<file path="src/cbz_pkg.sv">
`default_nettype none

package cbz_pkg;

    // Fixed point format of all curve arithmetic.
    localparam int FRAC_BITS = 16;

    // Screen coordinate widths.
    localparam int X_W = 7;
    localparam int Y_W = 6;

    // Pipeline depth of one interpolation unit and of the three de Casteljau levels.
    localparam int LERP_LAT = 4;
    localparam int EVAL_LAT = 3 * LERP_LAT;

    // Curve queue between the front and the back.
    localparam int QUEUE_DEPTH = 2;
    localparam int QPTR_W      = 1;
    localparam int QCNT_W      = 2;

    typedef struct packed {
        logic [X_W-1:0] x;
        logic [Y_W-1:0] y;
    } t_point;

    typedef struct packed {
        t_point p1;
        t_point p2;
        t_point p3;
        t_point p4;
    } t_curve;

    // Control that travels with each step through the evaluation pipeline.
    typedef struct packed {
        logic valid;
        logic first;
        logic last;
    } t_step_ctl;

endpackage

`default_nettype wire

</file>
<file path="src/cbz_seq.sv">
`default_nettype none

// Back end step sequencer: issues steps 1 to SEGMENTS of the curve at the
// queue head, one per enabled cycle, and releases the curve on the last.
module cbz_seq #(
    parameter int SEGMENTS = 60,
    parameter int SW       = $clog2(SEGMENTS + 1)
) (
    input  wire                 i_clk,
    input  wire                 i_rst_n,
    input  wire                 i_en,
    input  wire                 i_head_valid,
    output logic                o_pop,
    output logic [SW-1:0]       o_step,
    output cbz_pkg::t_step_ctl  o_ctl
);

    import cbz_pkg::*;

    localparam logic [SW-1:0] SEG = SW'(SEGMENTS);

    logic [SW-1:0] r_step;
    logic [SW-1:0] n_step;

    // Step flags for the evaluation pipeline.
    always_comb begin
        o_ctl.valid = i_head_valid;
        o_ctl.first = (r_step == SW'(1));
        o_ctl.last  = (r_step == SEG);
    end

    assign o_step = r_step;
    assign o_pop  = i_en && i_head_valid && o_ctl.last;

    // Advance the step on each issue, wrap after the last one.
    always_comb begin
        n_step = r_step;
        if (i_en && i_head_valid) begin
            n_step = o_ctl.last ? SW'(1) : r_step + SW'(1);
        end
    end

    always_ff @(posedge i_clk) begin
        if (!i_rst_n) begin
            r_step <= SW'(1);
        end else begin
            r_step <= n_step;
        end
    end

`ifndef NO_ASSERTIONS
    a_step_range: assert property (@(posedge i_clk) disable iff (!i_rst_n)
        (r_step >= SW'(1)) && (r_step <= SEG))
        else $error("step index out of range");
`endif

endmodule

`default_nettype wire

</file>
<file path="config.mk">
export PLATFORM = sky130hd
export DESIGN_NAME = cbz_seq
export DESIGN_NICKNAME = d
export VERILOG_FILES = /design/src/cbz_pkg.sv /design/src/cbz_seq.sv
export SDC_FILE = /design/constraint.sdc
export NUM_CORES = 1
export LEC_CHECK = 0
export ABC_CLOCK_PERIOD_IN_PS = 1400
export BUFFER_PORTS_ARGS = -buffer_cell sky130_fd_sc_hd__clkbuf_2
export CORE_AREA = 5 5 42 44
export DETAILED_ROUTE_END_ITERATION = 12
export DIE_AREA = 0 0 47 49
export SLEW_MARGIN = 20
export SYNTH_ARGS = -nofsm -noshare
export SYNTH_HDL_FRONTEND = slang
export SYNTH_SLANG_ARGS = --single-unit
</file>
<file path="constraint.sdc">
create_clock -name i_clk -period 1.4 [get_ports i_clk]
set_clock_uncertainty 0.1 [all_clocks]
set_input_delay 0.14 -clock i_clk [delete_from_list [all_inputs] [get_ports i_clk]]
set_output_delay 0.14 -clock i_clk [all_outputs]
set_load 0.02 [all_outputs]
</file>
==> out/results.ini <==
[sta]
tns_ns=-0.0491
setup_slack_ns=-0.0420
rsz0062_at_grt=true
hold_viol_final=0
slew_viol_final=0
period_minus_slack_ns=1.44
fin_crit_sh=1.03
max_freq_ghz=0.693
worstMarginPinSlew_ns=0.269
setup_violations=2
whs_ns=0.220
slew-limit-headroom=0.820

[detailed_routing]
drt_wl_total_mm=1.19
via_per_inst=5.08
dr.pass1.iters=4
wl_per_cell_um=13.6
via_count=442
route.detailed.drc=0
detail_route.iter0.violations=7
drtAntennaViolNets=0

[setup_path]
cp_slowest_stage_delay_ns=0.34
crit_path_end_kind=output port
cp_num_cells=5
required_ns=1.16
cp_max_fo=5
critical_path_class=reg -> out
cp_top_family=flip-flops
reg2reg_depth=5
worst-path-buf-inv=2
start_kind=register
cp.arrival_ns=1.20
crit_path_cell_trace=inv_2, ha_4, nand2_4, nor3_4, clkbuf_8
crit_path_top_delay_cell=dfxtp_2

[placement]
dpl.hpwl_um=756
dpl_worst_slack_ns=0.0465
gp_congestion=0.831
port_buffers=13
place_area_um2=494
dp_cells=77

[logic_synthesis]
synth.distinct_cells=22
netlist_area_um2=370
synth_cells=45
seq_area_frac_synth=0.324
ys.warnings.count=0
syn-mean-instance-area_um2=8.23
synth_nets=52
synth_async_sr_flop_share=0
synth.ff_latch_count=6
synth_top_flop_cell=dfxtp_1
synth_edf_count=0

[finish]
fillerInstances=134
antennaDiodeCount=0
largest_reg_flops=6
area_growth_syn_to_layout_pct=79.7
final_cell_mix=clkbuf_2 (10), buf_4 (9), dfxtp_2 (4)
multiInputGateArea_um2=280
final_common_cell=clkbuf_2
final_core_util=0.475
fin_area_um2=666
nets=80
layout-drive-gt1-share=0.648
final-seq-area_um2=133
finalNonFillerCells=87

[worst_hold_path]
hp-class=in -> reg
hold-path-cell-count=4

[clock_tree]
numCtsBuffers=3
numClockSinks=6
tritoncts=yes
cts_root_buf=clkbuf_4
cts_buffer_depth=2
clk_latency_ns=0.25
h-tree-depth=1
clk_pin_slew_ns=0.05

[outcome]
failed_checks=negative setup slack
status=finished with violations

[global_route]
grt_pass1_vias=450
grt_start_max_net_pins=8
track_usage=0.124
grt.overflow.total=0
grt_pass1_wl_mm=2.01
antenna_found_initial=0

[floorplan]
fp.dieArea_mm2=0.00230
io_pins=14
die_h_um=49
core-area_mm2=0.00140
initial_utilization=0.264
die_w_um=47
num_rows=14

[power]
p_leak_nw=0.308
cellPowerDensity_mw_per_mm2=683
p_total_mw=0.454
peakVddDrop_uv=412

[flow_run]
maxCapViolations=0

==> power by group <==
group / internal (mW) / switching [mW] / leakage, nW
sequential: 0.174 / 0.00695 / 0.0514
combinational: 0.0510 / 0.0542 / 0.243
clock: 0.0975 / 0.0703 / 0.0138
==> layer usage <==
metal | wire length, µm | GRT usage | vias to the layer above
met1 | 470 | 0.137 | 206
met2 | 646 | 0.183 | 13
met5 | 0 | 0 | -
met3 | 57 | 0.0590 | 2
met4 | 13 | 0.0737 | 0
li1 | - | - | 221
==> path summary, 6_finish.rpt <==
check / slack, ns / end / startpoint
setup / recovery: -0.04 / o_pop / o_step[0]
hold / removal: 0.22 / o_step[1] / i_en
setup reg to reg: 0.02 / o_step[0] / o_step[0]
hold reg to reg: 0.48 / o_step[0] / o_step[0]
==> worst register-to-register path, cell delays in order (launching register included) <==
cell,delay (ns)
dfxtp_2,0.37
inv_2,0.07
ha_4,0.17
buf_4,0.13
a311oi_1,0.29
o21ai_0,0.14
==> final cells by class <==
cell class | count | area share
sequential | 6 | 0.199
multi-input combinational | 33 | 0.421
timing repair buffer | 25 | 0.289
clock buffer | 3 | 0.0338
tap | 16 | 0.0301
inverter | 4 | 0.0263
==> what timing repair did <==
item                       4_1_cts  5_1_grt
pin swaps                        4        4
setup buffers                    4        2
setup endpoints to repair        3        7
hold endpoints to repair         1        0
resized for setup               24        4
hold buffers                     1        0
==> synth_stat cells (2+ instances only) <==
cell,count,share of area
dfxtp_1,6,0.32
nand2_1,4,0.041
a311oi_1,3,0.071
ha_1,3,0.10
inv_1,3,0.030
nor2_1,3,0.030
o21ai_0,3,0.041
a21oi_1,2,0.027
and2_1,2,0.034
and3_2,2,0.041
nand3_1,2,0.027
nor3_1,2,0.027
==> cells by family (layout without fill, tap and decap cells) <==
kind of cell               count (synthesis)  after routing  share of synthesized area
and+or+nand+nor                           17             17                      0.233
buffers and inverters                      6             32                     0.0743
adders and majority gates                  3              3                      0.101
DFF                                        6              6                      0.324
AOI/OAI and AO/OA                         13             13                      0.267
Note: power is estimated with default switching activity, not from simulation.
