==> config.mk <==
export PLATFORM = sky130hd
export DESIGN_NAME = cbz_front
export DESIGN_NICKNAME = d
export VERILOG_FILES = /design/src/cbz_pkg.sv /design/src/cbz_front.sv
export SDC_FILE = /design/constraint.sdc
export NUM_CORES = 1
export LEC_CHECK = 0
export BUFFER_PORTS_ARGS = -buffer_cell sky130_fd_sc_hd__clkbuf_2
export CAP_MARGIN = 10
export CORE_MARGIN = 2
export CORE_UTILIZATION = 25
export DETAILED_ROUTE_END_ITERATION = 12
export GPL_ROUTABILITY_DRIVEN = 0
export MAX_ROUTING_LAYER = met4
export PLACE_DENSITY = 0.55
export SLEW_MARGIN = 20
export SYNTH_ARGS = -nofsm -noshare
export SYNTH_HDL_FRONTEND = slang
export SYNTH_SLANG_ARGS = --single-unit
==> constraint.sdc <==
create_clock -name i_clk -period 3.2 [get_ports i_clk]
set_input_delay 0.48 -clock i_clk [delete_from_list [all_inputs] [get_ports i_clk]]
set_output_delay 0.48 -clock i_clk [all_outputs]
set_load 0.01 [all_outputs]
==> src/cbz_pkg.sv <==
`default_nettype none

package cbz_pkg;

    // Fixed point format of all curve arithmetic.
    localparam int FRAC_BITS = 16;

    // Screen coordinate widths.
    localparam int X_W = 7;
    localparam int Y_W = 6;

    // Pipeline depth of one interpolation unit and of the three de Casteljau levels.
    localparam int LERP_LAT = 4;
    localparam int EVAL_LAT = 3 * LERP_LAT;

    // Curve queue between the front and the back.
    localparam int QUEUE_DEPTH = 2;
    localparam int QPTR_W      = 1;
    localparam int QCNT_W      = 2;

    typedef struct packed {
        logic [X_W-1:0] x;
        logic [Y_W-1:0] y;
    } t_point;

    typedef struct packed {
        t_point p1;
        t_point p2;
        t_point p3;
        t_point p4;
    } t_curve;

    // Control that travels with each step through the evaluation pipeline.
    typedef struct packed {
        logic valid;
        logic first;
        logic last;
    } t_step_ctl;

endpackage

`default_nettype wire

==> src/cbz_front.sv <==
`default_nettype none

// Front end: takes curves in and holds them in a short queue until the
// back end has issued all of their steps.
module cbz_front (
    input  wire                   i_clk,
    input  wire                   i_rst_n,
    input  wire                   i_in_valid,
    output logic                  o_in_ready,
    input  wire  cbz_pkg::t_curve i_curve,
    input  wire                   i_pop,
    output logic                  o_head_valid,
    output cbz_pkg::t_curve       o_head
);

    import cbz_pkg::*;

    t_curve            r_mem [QUEUE_DEPTH];
    logic [QPTR_W-1:0] r_wr_ptr;
    logic [QPTR_W-1:0] r_rd_ptr;
    logic [QCNT_W-1:0] r_count;
    logic [QCNT_W-1:0] n_count;
    logic              push;

    assign o_in_ready   = (r_count != QCNT_W'(QUEUE_DEPTH));
    assign push         = i_in_valid && o_in_ready;
    assign o_head_valid = (r_count != '0);
    assign o_head       = r_mem[r_rd_ptr];

    // Occupancy follows the push and pop transfers.
    always_comb begin
        n_count = r_count;
        if (push && !i_pop) begin
            n_count = r_count + QCNT_W'(1);
        end else if (!push && i_pop) begin
            n_count = r_count - QCNT_W'(1);
        end
    end

    // Queue pointers and count.
    always_ff @(posedge i_clk) begin
        if (!i_rst_n) begin
            r_wr_ptr <= '0;
            r_rd_ptr <= '0;
            r_count  <= '0;
        end else begin
            r_count <= n_count;
            if (push) begin
                r_wr_ptr <= r_wr_ptr + QPTR_W'(1);
            end
            if (i_pop) begin
                r_rd_ptr <= r_rd_ptr + QPTR_W'(1);
            end
        end
    end

    // Queue storage.
    always_ff @(posedge i_clk) begin
        if (push) begin
            r_mem[r_wr_ptr] <= i_curve;
        end
    end

`ifndef NO_ASSERTIONS
    a_count_bound: assert property (@(posedge i_clk) disable iff (!i_rst_n)
        r_count <= QCNT_W'(QUEUE_DEPTH))
        else $error("curve queue count beyond its depth");

    a_pop_nonempty: assert property (@(posedge i_clk) disable iff (!i_rst_n)
        i_pop |-> (r_count != '0))
        else $error("curve queue popped while empty");
`endif

endmodule

`default_nettype wire

==> summary.md <==
| Metric | Value |
|---|---|
| EDFF count, synth | `roughly 100` |
| Vias in the first global route | `2112` |
| Initial Util | `25.3%` |
| Combinational family with the most area after synthesis | `multiplexers` |
| WL per Instance | `around 15 um` |
| Die Y | `130 um` |
| Vias per cell | `3.95` |
| Power share of the combinational group | `15.0%` |
| Die area | `17000 sq um` |
| IO buf count | `109` |
| Mapped Nets | `approximately 240` |
| Tcrit/Tclk final | `63.2%` |
| Core ar. | `15800 sq um` |
| Grt met1 use | `between 10 and 15%` |
| Synth top cells by count | `edfxtp_1 (104), mux2_2 (52), buf_4 (5), dfxtp_1 (5), and2_1 (4)` |
| Synth Area in Compound Gates | `0.752%` |
| Setup TNS | `0 ns` |
| Outcome | `finished clean` |
| Fillers | `1604` |
| Mapped Area | `3990 sq um` |
| CTS hold repair buffers | `0` |
| Final hold slack | `0.323 ns` |
| VDD IR max | `about 0.31 mV` |
| Fraction of registers with async set/reset | `0%` |
| Relative slew slack | `49.9%` |
| Setup-failing EPs final | `0` |
| XOR/XNOR Fraction of Synth Area | `less than 1%` |
| # IOs | `110` |
| Synth area leaders | `edfxtp_1 (78%), mux2_2 (15%), dfxtp_1 (2.5%), buf_4 (0.94%), and2_1 (0.63%)` |
| Worst EP arrival | `1.54 ns` |
| Hold Vio Cnt, Final | `0` |
| Cells along the critical path | `buf_12 > mux2_2 > clkbuf_2` |
| Sw power | `between 700 and 800 uW` |
| Unique masters post-synth | `19` |
| Seq pwr share | `54.6%` |
| Initial antenna violation count | `0` |
| CTS tree | `yes` |
| Clock root buffer | `clkbuf_16` |
| Largest net degree at the start of global routing | `53` |
| Horiz. Die Dim | `130 um` |
| Clock buffer depth | `2` |
| PwrDens | `636 nW/um^2` |
| Final nets | `between 300 and 400` |
| H-Tree Depth | `3` |
| FF+latch count, synth | `109` |
| Warnings, synthesis | `0` |
| Initial DRC Count | `between 90 and 100` |
| Layout area overhead | `27.1%` |
| Min setup slack post-route | `1.18 ns` |
| Gr ovfl total | `0` |
| ANT cells | `0` |
| Post-DP HPWL | `between 4000 and 5000 um` |
| Switching part of the total power | `23.7%` |
| Mux cell area share after synthesis | `14.7%` |
| Count of final max-slew check failures | `0` |
| Clock group share of total power | `30.3%` |
| Global-route total usage across every layer | `9.33%` |
| Synth Area in Simple Gates | `roughly 1.6%` |
| Global-route wire length before repair | `11000 um` |
| Vias | `2070` |
| RSZ-0062 raised after global routing | `false` |
| Fmax | `495 MHz` |
| Main flop type after synthesis | `edfxtp_1` |
| Clk sinks | `between 100 and 150` |
| Slowest CP cell | `mux2_2` |
| Post-Syn Instances | `186` |
| Mean Syn Cell Area | `21.5 sq um` |
| Worst-case clock skew | `0.00676 ns` |
| Sequential-to-total area share from yosys stat | `80.7%` |
| Synth area leader | `edfxtp_1` |
| CTS Buf Count | `9` |
| Worst-path clk slew | `0.07 ns` |
| Post-route DRC | `0` |
| MaxCap Viol Count | `0` |
| Core Rows | `46` |
| CTS resizes | `0` |
| Multi-input gate area | `a little over 700 sq um` |
| Crit path capture type | `output pin` |
| M2 GR Usage | `14.9%` |
| Crit-path max FO | `52` |
| Slew @ Worst Pin | `around 0.75 ns` |
| Worst hold-check path type | `input pin to flop` |
| Power Internal | `2460 uW` |
| Register area | `3220 sq um` |
| Top-area cell type share of the netlist area | `78.2%` |
| Dpl ws | `1.34 ns` |
| Final ANT Viol Nets | `0` |
| Minimum clock period | `2.02 ns` |
| Design Power | `3220 uW` |
| GRT Max-Usage Layer | `met2` |
| Synth Area in Adders | `0.313%` |
| Setup CP Type | `flop to output pin` |
| Share of layout cells above drive strength 1 | `roughly 59%` |
| Startpoint Class | `flop` |
| Crit-path max cell delay | `roughly 0.40 ns` |
| M3 GR Usage | `2.61%` |
| Lkg Pwr | `0.00188 uW` |
| WL final | `7620 um` |
| 1st-pass router iterations | `4` |
| Post-CTS Setup Inserts | `0` |
| WP data required | `2.72 ns` |
| Clk Latency, worst-skew pair | `~0.34 ns` |
| Cell with the most instances after synthesis | `edfxtp_1` |
## cell usage in the layout, fill, tap and decap left out, types with 2 or more instances in the layout
master / Yosys / routed
clkbuf_2: 0 / 109
edfxtp_1: 104 / 104
mux2_2: 52 / 52
clkbuf_16: 0 / 9
and2_1: 4 / 4
clkinv_1: 0 / 4
dfxtp_1: 5 / 4
xor2_1: 2 / 2
clkinv_2: 0 / 2
buf_12: 0 / 2
## cell families (layout without fill, tap and decap cells)
logic type,after synthesis,in the layout
muxes,52,52
and+or+nand+nor,9,9
DFF,109,109
buffers and inverters,8,130
xor gates and xnor gates,3,3
adders and majority gates,1,1
AOI/OAI and AO/OA,4,4
## power groups by stage
stage | registers, uW | logic, uW | clock network (uW)
6_report | 1760 | 485 | 978
3_5_place_dp | 1800 | 497 | 0
3_3_place_gp | 1790 | 489 | 0
4_1_cts | 1760 | 500 | 1030
5_1_grt | 1770 | 532 | 1080
2_1_floorplan | 1790 | 287 | 0
## worst max-delay path, delay by kind of cell (launching register included)
kind	cells	cell delay [ns]
buffers and inverters	2	0.40
flip-flops	1	0.34
multiplexers	1	0.40
## metal layers
metal	vias to the layer above	routed length (um)
met4	0	197
met1	1050	3270
met2	54	3830
li1	956	-
met3	10	310
met5	-	0
## layout make-up
cell class | instances | share of cell area [%]
Multi-Input combinational cell | 69 | 14.2
Clock inverter | 7 | 0.641
Sequential cell | 109 | 63.6
Inverter | 2 | 0.148
Clock buffer | 9 | 4.44
Timing Repair Buffer | 112 | 11.7
Tap cell | 216 | 5.33
## per-stage QoR
step                utilization (%)  cell area (sq um)  instances
detailed placement             30.5               4820        508
CTS                            32.2               5070        524
global placement               30.5               4820        508
floorplan                         -               3990        186
global route                   32.2               5070        524
finish                         32.2               5070        524
## registers in the layout, indices dropped and copies added (netlist names), named ones only
name	flops
r_mem	104
r_count	2
r_rd_ptr	1
r_wr_ptr	1
## worst paths after layout
kind                                      to        start  slack (ns)  cells after the start
worst max register to register  r_mem[1][20]   r_count[0]        1.42                      3
worst min register to register    r_count[1]   r_count[1]        0.57                      2
worst max-delay path               o_head[6]         flop        1.18                      3
worst min-delay path            r_mem[0][27]  i_curve[27]        0.32                      1
No activity file was read; power rests on OpenSTA's default activity.
