## src/cbz_pkg.sv

```systemverilog
`default_nettype none

package cbz_pkg;

    // Fixed point format of all curve arithmetic.
    localparam int FRAC_BITS = 16;

    // Screen coordinate widths.
    localparam int X_W = 7;
    localparam int Y_W = 6;

    // Pipeline depth of one interpolation unit and of the three de Casteljau levels.
    localparam int LERP_LAT = 4;
    localparam int EVAL_LAT = 3 * LERP_LAT;

    // Curve queue between the front and the back.
    localparam int QUEUE_DEPTH = 2;
    localparam int QPTR_W      = 1;
    localparam int QCNT_W      = 2;

    typedef struct packed {
        logic [X_W-1:0] x;
        logic [Y_W-1:0] y;
    } t_point;

    typedef struct packed {
        t_point p1;
        t_point p2;
        t_point p3;
        t_point p4;
    } t_curve;

    // Control that travels with each step through the evaluation pipeline.
    typedef struct packed {
        logic valid;
        logic first;
        logic last;
    } t_step_ctl;

endpackage

`default_nettype wire

```

## src/cbz_lerp.sv

```systemverilog
`default_nettype none

// One interpolation floor((a*i + b*(S-i)) / S), four register stages.
// The division by S is a multiply by a truncated reciprocal followed by
// a single remainder correction.
module cbz_lerp #(
    parameter int SEGMENTS = 60,
    parameter int VW       = 23,
    parameter int SW       = $clog2(SEGMENTS + 1)
) (
    input  wire           i_clk,
    input  wire           i_en,
    input  wire  [VW-1:0] i_a,
    input  wire  [VW-1:0] i_b,
    input  wire  [SW-1:0] i_step,
    output logic [VW-1:0] o_q
);

    localparam int XW = VW + SW;
    localparam int RW = XW + 1;
    localparam logic [RW-1:0] RECIP = RW'((64'd1 << XW) / SEGMENTS);
    localparam logic [SW-1:0] SEG   = SW'(SEGMENTS);
    localparam logic [XW-1:0] SEG_X = XW'(SEGMENTS);
    localparam logic [SW:0]   SEG_R = (SW + 1)'(SEGMENTS);

    logic [XW-1:0]    n_ta;
    logic [XW-1:0]    n_tb;
    logic [XW+RW-1:0] n_prod;
    logic [XW-1:0]    n_diff;
    logic [XW-1:0]    r_sum;
    logic [XW-1:0]    r_sum_d;
    logic [VW-1:0]    r_q0;
    logic [VW-1:0]    r_q0_d;
    logic [SW:0]      r_rem;
    logic [VW-1:0]    r_q;

    // Weighted sum of the two end values, then the reciprocal product.
    always_comb begin
        n_ta   = XW'(i_a) * XW'(i_step);
        n_tb   = XW'(i_b) * XW'(SEG - i_step);
        n_prod = {{RW{1'b0}}, r_sum} * {{XW{1'b0}}, RECIP};
        n_diff = r_sum_d - XW'(r_q0) * SEG_X;
    end

    // The estimate is exact or one low; the remainder tells which.
    always_ff @(posedge i_clk) begin
        if (i_en) begin
            r_sum   <= n_ta + n_tb;
            r_q0    <= n_prod[XW +: VW];
            r_sum_d <= r_sum;
            r_rem   <= n_diff[SW:0];
            r_q0_d  <= r_q0;
            r_q     <= (r_rem >= SEG_R) ? r_q0_d + VW'(1) : r_q0_d;
        end
    end

    assign o_q = r_q;

endmodule

`default_nettype wire

```

## src/cbz_eval.sv

```systemverilog
`default_nettype none

// De Casteljau evaluation of one coordinate: three levels of interpolation
// units, with the step index delayed alongside each level.
module cbz_eval #(
    parameter int SEGMENTS = 60,
    parameter int W        = 7,
    parameter int SW       = $clog2(SEGMENTS + 1)
) (
    input  wire          i_clk,
    input  wire          i_en,
    input  wire [SW-1:0] i_step,
    input  wire [W-1:0]  i_p1,
    input  wire [W-1:0]  i_p2,
    input  wire [W-1:0]  i_p3,
    input  wire [W-1:0]  i_p4,
    output logic [W-1:0] o_pt
);

    import cbz_pkg::*;

    localparam int VW = W + FRAC_BITS;

    logic [VW-1:0] c1, c2, c3, c4;
    logic [VW-1:0] a1, a2, a3, b1, b2, q;
    logic [SW-1:0] r_step_l2 [LERP_LAT];
    logic [SW-1:0] r_step_l3 [LERP_LAT];

    // Control points move into fixed point.
    assign c1 = {i_p1, {FRAC_BITS{1'b0}}};
    assign c2 = {i_p2, {FRAC_BITS{1'b0}}};
    assign c3 = {i_p3, {FRAC_BITS{1'b0}}};
    assign c4 = {i_p4, {FRAC_BITS{1'b0}}};

    // Step index delay lines that match the latency of each level.
    always_ff @(posedge i_clk) begin
        if (i_en) begin
            r_step_l2[0] <= i_step;
            r_step_l3[0] <= r_step_l2[LERP_LAT-1];
            for (int k = 1; k < LERP_LAT; k++) begin
                r_step_l2[k] <= r_step_l2[k-1];
                r_step_l3[k] <= r_step_l3[k-1];
            end
        end
    end

    // First level.
    cbz_lerp #(.SEGMENTS(SEGMENTS), .VW(VW), .SW(SW)) u_a1 (
        .i_clk(i_clk), .i_en(i_en), .i_a(c1), .i_b(c2), .i_step(i_step), .o_q(a1)
    );
    cbz_lerp #(.SEGMENTS(SEGMENTS), .VW(VW), .SW(SW)) u_a2 (
        .i_clk(i_clk), .i_en(i_en), .i_a(c2), .i_b(c3), .i_step(i_step), .o_q(a2)
    );
    cbz_lerp #(.SEGMENTS(SEGMENTS), .VW(VW), .SW(SW)) u_a3 (
        .i_clk(i_clk), .i_en(i_en), .i_a(c3), .i_b(c4), .i_step(i_step), .o_q(a3)
    );

    // Second level.
    cbz_lerp #(.SEGMENTS(SEGMENTS), .VW(VW), .SW(SW)) u_b1 (
        .i_clk(i_clk), .i_en(i_en), .i_a(a1), .i_b(a2),
        .i_step(r_step_l2[LERP_LAT-1]), .o_q(b1)
    );
    cbz_lerp #(.SEGMENTS(SEGMENTS), .VW(VW), .SW(SW)) u_b2 (
        .i_clk(i_clk), .i_en(i_en), .i_a(a2), .i_b(a3),
        .i_step(r_step_l2[LERP_LAT-1]), .o_q(b2)
    );

    // Final level.
    cbz_lerp #(.SEGMENTS(SEGMENTS), .VW(VW), .SW(SW)) u_c (
        .i_clk(i_clk), .i_en(i_en), .i_a(b1), .i_b(b2),
        .i_step(r_step_l3[LERP_LAT-1]), .o_q(q)
    );

    // Integer part of the curve point.
    assign o_pt = q[VW-1:FRAC_BITS];

endmodule

`default_nettype wire

```

## config.mk

```make
export PLATFORM = sky130hd
export DESIGN_NAME = cbz_eval
export DESIGN_NICKNAME = d
export VERILOG_FILES = /design/src/cbz_pkg.sv /design/src/cbz_lerp.sv /design/src/cbz_eval.sv
export SDC_FILE = /design/constraint.sdc
export NUM_CORES = 2
export LEC_CHECK = 0
export ABC_CLOCK_PERIOD_IN_PS = 25200
export BUFFER_PORTS_ARGS = -buffer_cell sky130_fd_sc_hd__buf_2
export CORE_MARGIN = 1.5
export CORE_UTILIZATION = 40
export DETAILED_ROUTE_END_ITERATION = 7
export GPL_ROUTABILITY_DRIVEN = 0
export PLACE_DENSITY = 0.63
export RECOVER_POWER = 25
export SLEW_MARGIN = 30
export SYNTH_ARGS = -nofsm -noshare
export SYNTH_HDL_FRONTEND = slang
export SYNTH_SLANG_ARGS = --single-unit
```

## constraint.sdc

```tcl
create_clock -name i_clk -period 25.2 [get_ports i_clk]
set_input_delay 1.26 -clock i_clk [delete_from_list [all_inputs] [get_ports i_clk]]
set_output_delay 1.26 -clock i_clk [all_outputs]
set_load 0.01 [all_outputs]
```

==> impl_metrics.yaml <==
outcome:
  outcome: "finished, violations left"
  violations: "max-capacitance violations, max-slew violations"
finish:
  layout.area.seq_um2: 18400
  fin_cells: 12442
  n_antenna_cell: 0
  final_design_area_no_fill_um2: 102000
  num-fill-cells: 22471
  multi_input_comb_area_um2: 67400
  utilization_pct: 42.8
  num-nets-final: 12232
  area_growth_pct: 6.50
  layout-drive-gt1-share_pct: 2.18
critical_path:
  cp-end-kind: "flop"
  worst-path-max-fanout: 49
  worst_ep_arrival_time_ps: 11720
  cp_top_family: "adder cells"
  crit_slowest_cell: "sky130_fd_sc_hd__clkbuf_1"
  startpoint_type: "flop"
  ff2ff_path_depth: 32
  r2r_slack_ps: 13880
  ff_to_ff_end: "u_c.r_sum[26]$_DFFE_PP_"
  worst_path_most_repeated_cell: "sky130_fd_sc_hd__fa_1"
  r2r-start: "r_step_l3[3][0]$_DFFE_PP_"
  crit_required_ps: 25600
  critPathKind: "flop to flop"
  critPathMaxStageDelay_ps: 1600
  critical_path_buf_inv_count: 8
sta:
  finClkSkew_ps: 22.7
  final_min_period_over_clock_period_pct: 44.9
  max_slew_margin_pct: -317
  fmaxAchievable_mhz: 88.4
  number_of_endpoints_failing_setup_at_the_final_stage: 0
  timing_worst_slew_pin_value_ps: 6250
  final.setup.tns_ps: 0
  final-max-slew-violation-count: 502
  layout_min_cycle_time_ps: 11320
  timing.final.hold_violations: 0
  rsz0062_at_grt: "no"
cts:
  cts.repair.resized: 0
  cts_htree_levels: 3
  cts_made_buffers: 74
  tritoncts: "built"
  reg_clk_slew_reported_paths_ps: 60
  cts.sinks: 614
  cts.repair_timing.setup_buffer_count: 0
  clk_latency_ps: 660
  clock-root-buffer: "sky130_fd_sc_hd__clkbuf_16"
  ctsHoldBuffers: 0
  cts-root-to-sink-buffers: 3
global_route:
  via_count_of_the_first_global_routing_pass: 66200
  grt_util_met1_pct: 21.6
  maximum_number_of_pins_on_one_net_before_global_route_repair: 152
  grt_pass1_wl_mm: 335
  grt_antenna_before_repair: 1
  gr-usage-met2_pct: 30.8
  global_route.peak_usage_layer: "met2"
  global_route.usage.total_pct: 17.0
  global_route.usage.met3_pct: 1.65
  grt_overflow_total: 0
placed_design:
  portBuffers: 42
  postPlaceCellArea_um2: 99400
  dpl.hpwl_mm: 168
  numPlacedInstances: 12312
logic_synthesis:
  synth.cells.most_frequent: "sky130_fd_sc_hd__inv_1 (2430), sky130_fd_sc_hd__fa_1 (1596), sky130_fd_sc_hd__ha_1 (1379), sky130_fd_sc_hd__nand2_1 (811), sky130_fd_sc_hd__edfxtp_1 (614)"
  synth_edf_count: 614
  synth_seq_cells: 614
  net_count_synth: 12240
  netlist_area_um2: 95500
  syn_inst: 9229
  netlist-cell-type-count: 76
  synth-seq-area-share_pct: 19.3
  synth_most_common_cell: "sky130_fd_sc_hd__inv_1"
  synth_largest_type_area_fraction_pct: 33.5
  avgSynthCellArea_um2: 10.3
  synthesis.yosys.warnings: 0
  synth_async_sr_flop_share_pct: 0
  synth_area_leaders: "sky130_fd_sc_hd__fa_1 (33%), sky130_fd_sc_hd__edfxtp_1 (19%), sky130_fd_sc_hd__ha_1 (18%)"
  netlist.top_cell.by_area: "sky130_fd_sc_hd__fa_1"
  ys.flop_type: "sky130_fd_sc_hd__edfxtp_1"
floorplanning:
  initial_core_util_pct: 40.2
  die_x_um: 492
  io_pins: 43
  core_region_area_um2: 238000
  die_area_um2: 242000
  dieHeight_um: 492
  placementRows: 179
worst_hold_path:
  hold_path_depth: 0
  worst_hold_path_type: "flop to flop"
  holdPathEnd: "u_a1.r_q0_d[11]$_DFFE_PP_"
  hold_start: "u_a1.r_q0[11]$_DFFE_PP_"
drt:
  vias_per_cell: 4.84
  drt-wirelength-per-cell_um: 16.0
  residual_antenna_violating_net_count_after_detailed_routing: 0
  totalWireLength_mm: 199
  detail_route.drc_violations: 0
  via_count: 60200
  detail_route.iter0.violations: 2937
  drt-pass1-iter-count: 6
job:
  drv.max_cap_violation_count: 9
## cell type report
class	count	area share (%)
inverters	2433	8.98
repair buffers	74	0.439
multi-input cells	6024	66.3
clock buffers	84	1.86
flip-flops and latches	614	18.1
well taps	3167	3.90
clock inverters	46	0.432
## placed cells by master (no fill, tap or decap), types with 36 or more instances in the layout
cell	count
sky130_fd_sc_hd__o21bai_1	36
sky130_fd_sc_hd__and3_1	49
sky130_fd_sc_hd__and2_1	474
sky130_fd_sc_hd__nand2_1	811
sky130_fd_sc_hd__o21ai_0	77
sky130_fd_sc_hd__o21a_1	37
sky130_fd_sc_hd__inv_1	2428
sky130_fd_sc_hd__nand4_1	40
sky130_fd_sc_hd__nor3_1	46
sky130_fd_sc_hd__nand3_1	77
sky130_fd_sc_hd__clkbuf_16	74
sky130_fd_sc_hd__nor2b_1	42
sky130_fd_sc_hd__nor2_1	173
sky130_fd_sc_hd__xor2_1	138
sky130_fd_sc_hd__edfxtp_1	614
sky130_fd_sc_hd__o21ai_1	60
sky130_fd_sc_hd__a21o_1	115
sky130_fd_sc_hd__ha_1	1379
sky130_fd_sc_hd__xnor2_1	425
sky130_fd_sc_hd__fa_1	1596
sky130_fd_sc_hd__a21oi_1	207
## cell families after synthesis
| group | Yosys count | synth area share (%) |
|---|---|---|
| fa+ha+maj | 2975 | 51.5 |
| mux | 7 | 0.0799 |
| simple gates | 1795 | 9.07 |
| buf+inv | 2591 | 10.2 |
| xor+xnor | 567 | 5.20 |
| compound gates | 680 | 4.61 |
| flops | 614 | 19.3 |
## worst register-to-register path: cells and delay by family, from the launching register on
kind	cells	cell delay, ps
DFF	1	310
adders and majority gates	10	4690
and+or+nand+nor	6	2180
buffers and inverters	8	2580
xor gates and xnor gates	1	90
AOI/OAI and AO/OA	7	1200
## registers in the layout (all words and copies together), names as in the netlist, 24 cells and up
signal,count
r_step_l3,24
u_c.r_sum,29
r_step_l2,24
u_b1.r_sum,29
u_b2.r_sum,29
## worst max-delay path by stage
stage | slack [ps] | cells past startpoint | from | endpoint
2_1_floorplan | 15730 | 32 | r_step_l2[3][0]$_DFFE_PP_ | u_b2.r_sum[27]$_DFFE_PP_
3_3_place_gp | 14590 | 31 | r_step_l3[3][1]$_DFFE_PP_ | u_c.r_sum[28]$_DFFE_PP_
3_5_place_dp | 14460 | 28 | r_step_l3[3][1]$_DFFE_PP_ | u_c.r_sum[27]$_DFFE_PP_
4_1_cts | 14450 | 31 | r_step_l3[3][1]$_DFFE_PP_ | u_c.r_sum[28]$_DFFE_PP_
5_1_grt | 12940 | 32 | r_step_l3[3][0]$_DFFE_PP_ | u_c.r_sum[26]$_DFFE_PP_
6_report | 13880 | 32 | r_step_l3[3][0]$_DFFE_PP_ | u_c.r_sum[26]$_DFFE_PP_
## through the flow
stage / worst slack [ps] / hold WS, ps
3_3_place_gp: 14590 / 400
4_1_cts: 14450 / 410
3_5_place_dp: 14460 / 405
6_report: 13880 / 410
5_1_grt: 12940 / 413
2_1_floorplan: 15730 / 400
## per-layer routing
metal | routed length [um] | up-vias
li1 | - | 28447
met1 | 84100 | 30348
met5 | 0 | -
met4 | 5190 | 0
met2 | 102000 | 1109
met3 | 7450 | 296
Power is not shown: default switching activity piles up to over one toggle a cycle in this logic, so the estimate is an artifact.
